File: src/hw/rtl/lurt_pkg.sv
package lurt_pkg;

    // Widths fixed by the word format on the ports.
    localparam int SYMBOL_WIDTH = 8;
    localparam int RUN_BITS     = 16;
    localparam logic [RUN_BITS-1:0] RUN_MAX = '1;

    // Defaults for the top-level parameters.
    localparam int SYMBOL_BITS_DEF   = 8;
    localparam int POSITION_BITS_DEF = 16;

    // Each table entry carries a string tag; tag zero means never written.
    localparam int EPOCH_BITS = 8;
    localparam logic [EPOCH_BITS-1:0] EPOCH_FIRST = EPOCH_BITS'(1);
    localparam logic [EPOCH_BITS-1:0] EPOCH_LAST  = '1;

endpackage

File: src/hw/rtl/lurt_window.sv
module lurt_window
    import lurt_pkg::*;
#(
    parameter int POSITION_BITS = POSITION_BITS_DEF
) (
    input  logic [EPOCH_BITS-1:0]    i_prev_tag,
    input  logic [POSITION_BITS-1:0] i_prev_pos,
    input  logic [EPOCH_BITS-1:0]    i_epoch,
    input  logic [POSITION_BITS-1:0] i_start,
    input  logic [POSITION_BITS-1:0] i_pos,
    input  logic [POSITION_BITS-1:0] i_best,
    output logic [POSITION_BITS-1:0] o_start,
    output logic [POSITION_BITS-1:0] o_best
);

    logic                     repeat_hit;
    logic [POSITION_BITS-1:0] run_len;

    // A symbol repeats inside the window only if it was written during this
    // string and no earlier than the current window start.
    always_comb begin
        repeat_hit = (i_prev_tag == i_epoch) && (i_prev_pos >= i_start);
        o_start    = repeat_hit ? i_prev_pos + 1'b1 : i_start;
        run_len    = i_pos - o_start + 1'b1;
        o_best     = (run_len > i_best) ? run_len : i_best;
    end

endmodule

File: config.mk
export PLATFORM = sky130hd
export DESIGN_NAME = lurt_window
export DESIGN_NICKNAME = d
export VERILOG_FILES = /design/src/hw/rtl/lurt_pkg.sv /design/src/hw/rtl/lurt_window.sv
export SDC_FILE = /design/constraint.sdc
export NUM_CORES = 1
export LEC_CHECK = 0
export ABC_AREA = 1
export BUFFER_PORTS_ARGS = -buffer_cell sky130_fd_sc_hd__buf_2
export CORE_ASPECT_RATIO = 0.9
export CORE_UTILIZATION = 51
export DETAILED_ROUTE_END_ITERATION = 16
export PLACE_DENSITY_LB_ADDON = 0.08
export SYNTH_ARGS = -nofsm -noshare
export SYNTH_HDL_FRONTEND = slang
export SYNTH_SLANG_ARGS = --single-unit
File: constraint.sdc
create_clock -name vclk -period 6.5
set_input_delay 0.325 -clock vclk [all_inputs]
set_output_delay 0.325 -clock vclk [all_outputs]
set_load 0.02 [all_outputs]
; Word level (Yosys, flattened, before mapping)
; Cells that the tools add are included.
[op_classes]
mux = 2
n_addsub = 3
n_reduce_logical = 1
eq_ne = 1
magnitude_cmp = 2
[ops]
columns = operator, n
row1 = "adder 16 x 1 -> 16 bit, second input constant", 2
row2 = two-way mux 16 bit, 2
row3 = >= comparator 16 bit, 1
row4 = > comparator 16 bit, 1
row5 = subtractor 16 bit, 1
row6 = == test 8 bit, 1
row7 = logical AND 1 bit, 1
[totals]
regBits = 0
in_bits = 80
wordCells = 9
out_inout_bits = 32

; Logic depth before layout (Yosys ltp)
; Gate-level depths: netlist of run 1.
[depth]
depth_word = 7
depth_mapped = 40
mapped_depth_nobuf = 38

; Worst setup path before layout of run 1
; Ideal clock, no wire load.
[synth_path]
path_type = input port to output port
startpoint = in i_start[11]
endpoint = out o_best[10]
slack_ns = 0.879
n_path_buf = 2
arrival_time_ns = 5.296
t_required_ns = 6.175
path_stages = 32
path_cell_list = inv_1 ha_1 a21oi_1 o21ai_0 a21oi_1 nand2_2 nand2_4 inv_2 buf_6 o21ai_0 ha_1 inv_1 ha_1 inv_1 fa_1 nand3b_1 nand2_1 a21oi_1 o21ai_2 nand2_1 nand3_1 nand3_1 and2_1 ha_1 nand4_1 a21oi_1 nor3_1 nand3_1 nand2_2 inv_2 buf_4 o21ai_0
[synth_via]
elab_chain_cells = 7
[synth_rtl]
columns = item, line
row1 = start: declaration, lurt_window.sv:9  ; input logic [POSITION_BITS-1:0] i_start,
row2 = >= comparator 16 bit *, lurt_window.sv:22  ; repeat_hit = (i_prev_tag == i_epoch) && (i_prev_pos >= i_start);
row3 = logical AND 1 bit *, lurt_window.sv:22
row4 = two-way mux 16 bit *, lurt_window.sv:23  ; o_start = repeat_hit ? i_prev_pos + 1'b1 : i_start;
row5 = via o_start[1], lurt_window.sv:12  ; output logic [POSITION_BITS-1:0] o_start,
row6 = subtractor 16 bit *, lurt_window.sv:24  ; run_len = i_pos - o_start + 1'b1;
row7 = adder 16 x 1 -> 16 bit *, lurt_window.sv:24
row8 = > comparator 16 bit, lurt_window.sv:25  ; o_best = (run_len > i_best) ? run_len : i_best;
row9 = two-way mux 16 bit *, lurt_window.sv:25
row10 = end: declaration, lurt_window.sv:13  ; output logic [POSITION_BITS-1:0] o_best
; Mark *: on every way through the listed nets, which the timed path passes. The rest lies on a longest branch.

; Final worst setup path of run 1
[layout_path]
startpoint = in i_prev_pos[7]
endpoint = out o_best[8]
[layout_via]
elab_chain_cells = 7
elab_cells_between_ends = 8
[layout_rtl]
columns = item, line
row1 = start: declaration, lurt_window.sv:7  ; input logic [POSITION_BITS-1:0] i_prev_pos,
row2 = >= comparator 16 bit, lurt_window.sv:22
row3 = logical AND 1 bit, lurt_window.sv:22
row4 = two-way mux 16 bit *, lurt_window.sv:23
row5 = subtractor 16 bit *, lurt_window.sv:24
row6 = adder 16 x 1 -> 16 bit *, lurt_window.sv:24
row7 = > comparator 16 bit, lurt_window.sv:25
row8 = two-way mux 16 bit *, lurt_window.sv:25
; Mark *: on every way between the ends. The rest lies on a longest branch, timed or not.

==> flow_summary.toml, run 1 <==
[route]
drt_wl_total_mm = 5.90
drc_errors = 0
first_pass_iters = 4
drtAntennaViolNets = 0
viasPerCell = 4.85
wl_per_cell_um = 10.2
vias = 2812
drt-initial-drc-count = 85

[timing]
worstMarginPinSlew_ps = 318
finalHoldViolCount = 0
setup_viol = 0
drv_slew = 0
worst_slack_ps = 736
period_share_pct = 88.7
worst_slew_margin_rel_pct = 78.7
grt_setup_unrepaired = "no"
max_freq_mhz = 173
post-route-min-period_ps = 5760
setup_tns_ps = 0

[hold_path]
hold_path_class = "input port to output port"
min_delay_path_depth = 4

[grt]
grt_pass1_wl_mm = 10.0
track_usage_pct = 22.6
grt_pass1_vias = 2487
grt_overflow = 0
grt_max_degree = 18
antenna_found_initial = 0

[floorplan]
core_mm2 = 0.00460
dieArea_mm2 = 0.00525
initial_core_util_pct = 55.0
die_x_um = 76.3
io_pins = 112
die_y_um = 68.9
rows = 23

[layout]
fin_nets = 663
nFillCells = 465
drive_gt1_share_pct = 28.4
nClkBuffers = 0
layout_common_cells = "112 x buf_2, 86 x nand2_1, 81 x inv_1"
final_common_cell = "buf_2"
multi_input_area_mm2 = 0.00218
design.seq.count = 0
seq_area_um2 = 0
area_growth_pct = 24.1
diodes = 0

[power_and_ir_drop]
p_total_w = 0.000395
powerDensity_mw_per_mm2 = 126
vdd_drop_max_mv = 0.156
leakagePower_nw = 1.94

[yosys]
synth.avg_cell_area_um2 = 6.18
synth.distinct_cells = 35
post_synth_instance_area_mm2 = 0.00253
ys_warn_count = 0
synthCells = 410
yosysSeqAreaShare_pct = 0
syn-num-nets = 553

[worst_setup_path]
required_ps = 6170
arrival_ps = 5440
critPathMaxStageDelay_ps = 390
cp-start-kind = "input port"
slowest_stage = "fa_1"
crit_fanout = 17
critPathCaptureType = "output port"
crit_top_cell = "nand2_1"
crit_type = "input port to output port"

[placed_design]
dpl.hpwl_mm = 5.38
gp_congestion = 0.810
port_buffers = 112
pre_cts_ws_ps = 683

[job]
maxCapViolCount = 0

[clocking]
holdBufCountCts = 0

[run_status]
run_status = "completed"
## synthesized netlist by cell type, types with 3 or more instances
cell type | number | area (um^2)
ha_1 | 62 | 776
o21ai_1 | 10 | 50.1
o21ai_0 | 21 | 105
nor3_1 | 9 | 45.0
nand4_1 | 7 | 43.8
nor2_1 | 18 | 67.6
xnor2_1 | 13 | 114
nand3b_1 | 3 | 22.5
a21oi_1 | 28 | 140
nand2_2 | 10 | 62.6
xor2_1 | 14 | 123
nor2_2 | 4 | 25.0
nand3_1 | 12 | 60.1
nand2_1 | 86 | 323
inv_2 | 5 | 18.8
o21ai_2 | 5 | 43.8
inv_1 | 81 | 304
## repair_timing
action,4_1_cts,5_1_grt
resized for setup,0,2
setup endpoints to repair,0,3
buffers inserted,0,0
## routing by layer
metal  wire [um]  global-route usage (%)
met3         225                    1.05
met4           0                   0.481
met5           0                       0
met2        2870                    45.0
met1        2800                    28.6
## final cells by class
cell class,count,area share [%]
multi-input combinational,320,69.4
timing repair buffer,112,17.8
inverter,86,10.3
tap,62,2.47
## through the flow
step                instances  utilization [%]  area [um^2]  hold slack, ps
floorplan                 410                -         2530             792
global placement          580             68.3         3140             986
detailed placement        580             68.3         3140             994
CTS                       580             68.3         3140             994
global route              580             68.3         3150            1020
finish                    580             68.3         3150             990
## power by group
part | total, W | internal [W] | switching [W] | leakage (nW)
registers | 0 | 0 | 0 | 0
clock network | 0 | 0 | 0 | 0
logic | 0.000395 | 0.000151 | 0.000244 | 1.94
total | 0.000395 | 0.000151 | 0.000244 | 1.94
## critical path, delay by kind of cell
| family | cells | cell delay [ps] |
|---|---|---|
| AO/OA/AOI/OAI | 4 | 490 |
| AND/OR/NAND/NOR | 21 | 2230 |
| buffers and inverters | 7 | 980 |
| adder cells (fa/ha/maj) | 5 | 1430 |
## path summary, 6_finish.rpt
check / from / endpoint / slack [ps]
setup / recovery: i_prev_pos[7] / o_best[8] / 740
hold / removal: i_best[7] / o_best[7] / 990
## cells by family (layout without fill, tap and decap cells)
| family | after synthesis | after routing | share of synthesized area (%) |
|---|---|---|---|
| and+or+nand+nor | 159 | 159 | 29.2 |
| buffers and inverters | 90 | 198 | 13.9 |
| AOI/OAI and AO/OA | 69 | 69 | 14.9 |
| adders and majority gates | 63 | 63 | 31.4 |
| xor gates and xnor gates | 29 | 29 | 10.6 |
No activity file was read; power rests on OpenSTA's default activity.
==> inputs of run 2 (changes only) <==
Settings changed: ABC_CLOCK_PERIOD_IN_PS set to 6500, CORE_MARGIN set to 4.
==> run 2 against run 1 <==
  * Worst hold slack improved by 2.1 ps
  * Worst setup slack better by 39 ps
  * Sequential share of layout area stayed put
  * Critical path type unchanged
  * Non-clock buffer count stayed put
  * Die area is 17% higher
  * Total power shrank 0.13%
  * Highest routed layer unchanged
  * Final cell count increased by 0.52%
  * Design area barely moved
==> flow_summary.toml, run 2 (synthesis gave the netlist of run 1 again) <==
[run_status]
run_status = "completed"

[layout]
fin_cells = 583
nFillCells = 491
diodes = 0
area_growth_pct = 24.2
seq_area_um2 = 0
nClkBuffers = 0
post-route-util_pct = 65.1
final_common_cell = "buf_2"
fin_nets = 663
layout_common_cells = "112 x buf_2, 86 x nand2_1, 81 x inv_1"
design.seq.count = 0
drive_gt1_share_pct = 28.4

[worst_setup_path]
arrival_ps = 5400
path_depth = 36
crit_type = "input port to output port"
critPathCaptureType = "output port"
slowest_stage = "fa_1"
cp-start-kind = "input port"
crit_buf_inv = 7
crit_top_cell = "nand2_1"
critPathMaxStageDelay_ps = 400
required_ps = 6170
crit_fanout = 17
critPathTopFamily = "simple AND/OR/NAND/NOR gates"

[grt]
antenna_found_initial = 0
track_usage_pct = 19.3
grt_pass1_vias = 2473
grt_max_degree = 18
grt_pass1_wl_mm = 9.96
grt_overflow = 0

[power_and_ir_drop]
powerDensity_mw_per_mm2 = 125
vdd_drop_max_mv = 0.0921
leakagePower_nw = 1.94

[floorplan]
die_y_um = 74.9
rows = 24
die_x_um = 82.3
core_mm2 = 0.00483
io_pins = 112
dieArea_mm2 = 0.00616
initial_core_util_pct = 52.4

[route]
viasPerCell = 4.78
wl_per_cell_um = 10.4
wl_met2_mm = 2.84
drt_wl_total_mm = 6.04
first_pass_iters = 4
met1_length_mm = 2.89
dr_wl_met3_um = 308
drtAntennaViolNets = 0
drc_errors = 0
vias = 2789
drt-initial-drc-count = 72
highest_layer = "met3"

[clocking]
post_cts_buffers = 0
cts_resized = 0
holdBufCountCts = 0

[timing]
worst_slew_margin_rel_pct = 78.5
setup_tns_ps = 0
setup_viol = 0
period_share_pct = 88.1
finalHoldViolCount = 0
worst_slack_ps = 775
max_freq_mhz = 175
drv_slew = 0
whs_ps = 992
post-route-min-period_ps = 5720
worstMarginPinSlew_ps = 319
grt_setup_unrepaired = "no"

[hold_path]
min_delay_path_depth = 4
hold_path_class = "input port to output port"

[placed_design]
dpl.hpwl_mm = 5.74
pre_cts_ws_ps = 753
port_buffers = 112
gp_congestion = 0.902
place_inst = 583

[job]
maxCapViolCount = 0
## run 2: cell counts in the layout (fill, tap and decap cells not counted)
No cell type changed its count.
## run 2: worst paths after layout
path	startpoint	end	slack, ps
worst max-delay path	i_prev_pos[7]	o_best[8]	780
worst min-delay path	i_best[7]	o_best[7]	990
## run 2: power by group
part           leakage, nW  switching, W  internal (W)  total, W
Sequential               0             0             0         0
Combinational         1.94      0.000244      0.000150  0.000394
Clock                    0             0             0         0
## run 2: layer usage
layer	vias up	GRT usage (%)
met5	-	0
met4	0	0.185
met3	0	0.957
met2	57	34.6
met1	1186	27.0
li1	1546	-
## run 2: per-stage QoR
stage | area [um^2] | power, W
floorplan | 2530 | 0.000283
global placement | 3150 | 0.000389
detailed placement | 3150 | 0.000397
CTS | 3150 | 0.000399
global route | 3150 | 0.000448
finish | 3150 | 0.000394
## run 2: cell type report
type | count | area (um^2) | share of cell area, %
inverters | 86 | 323 | 10.3
multi-input cells | 320 | 2180 | 69.3
well taps | 65 | 81.3 | 2.58
repair buffers | 112 | 561 | 17.8
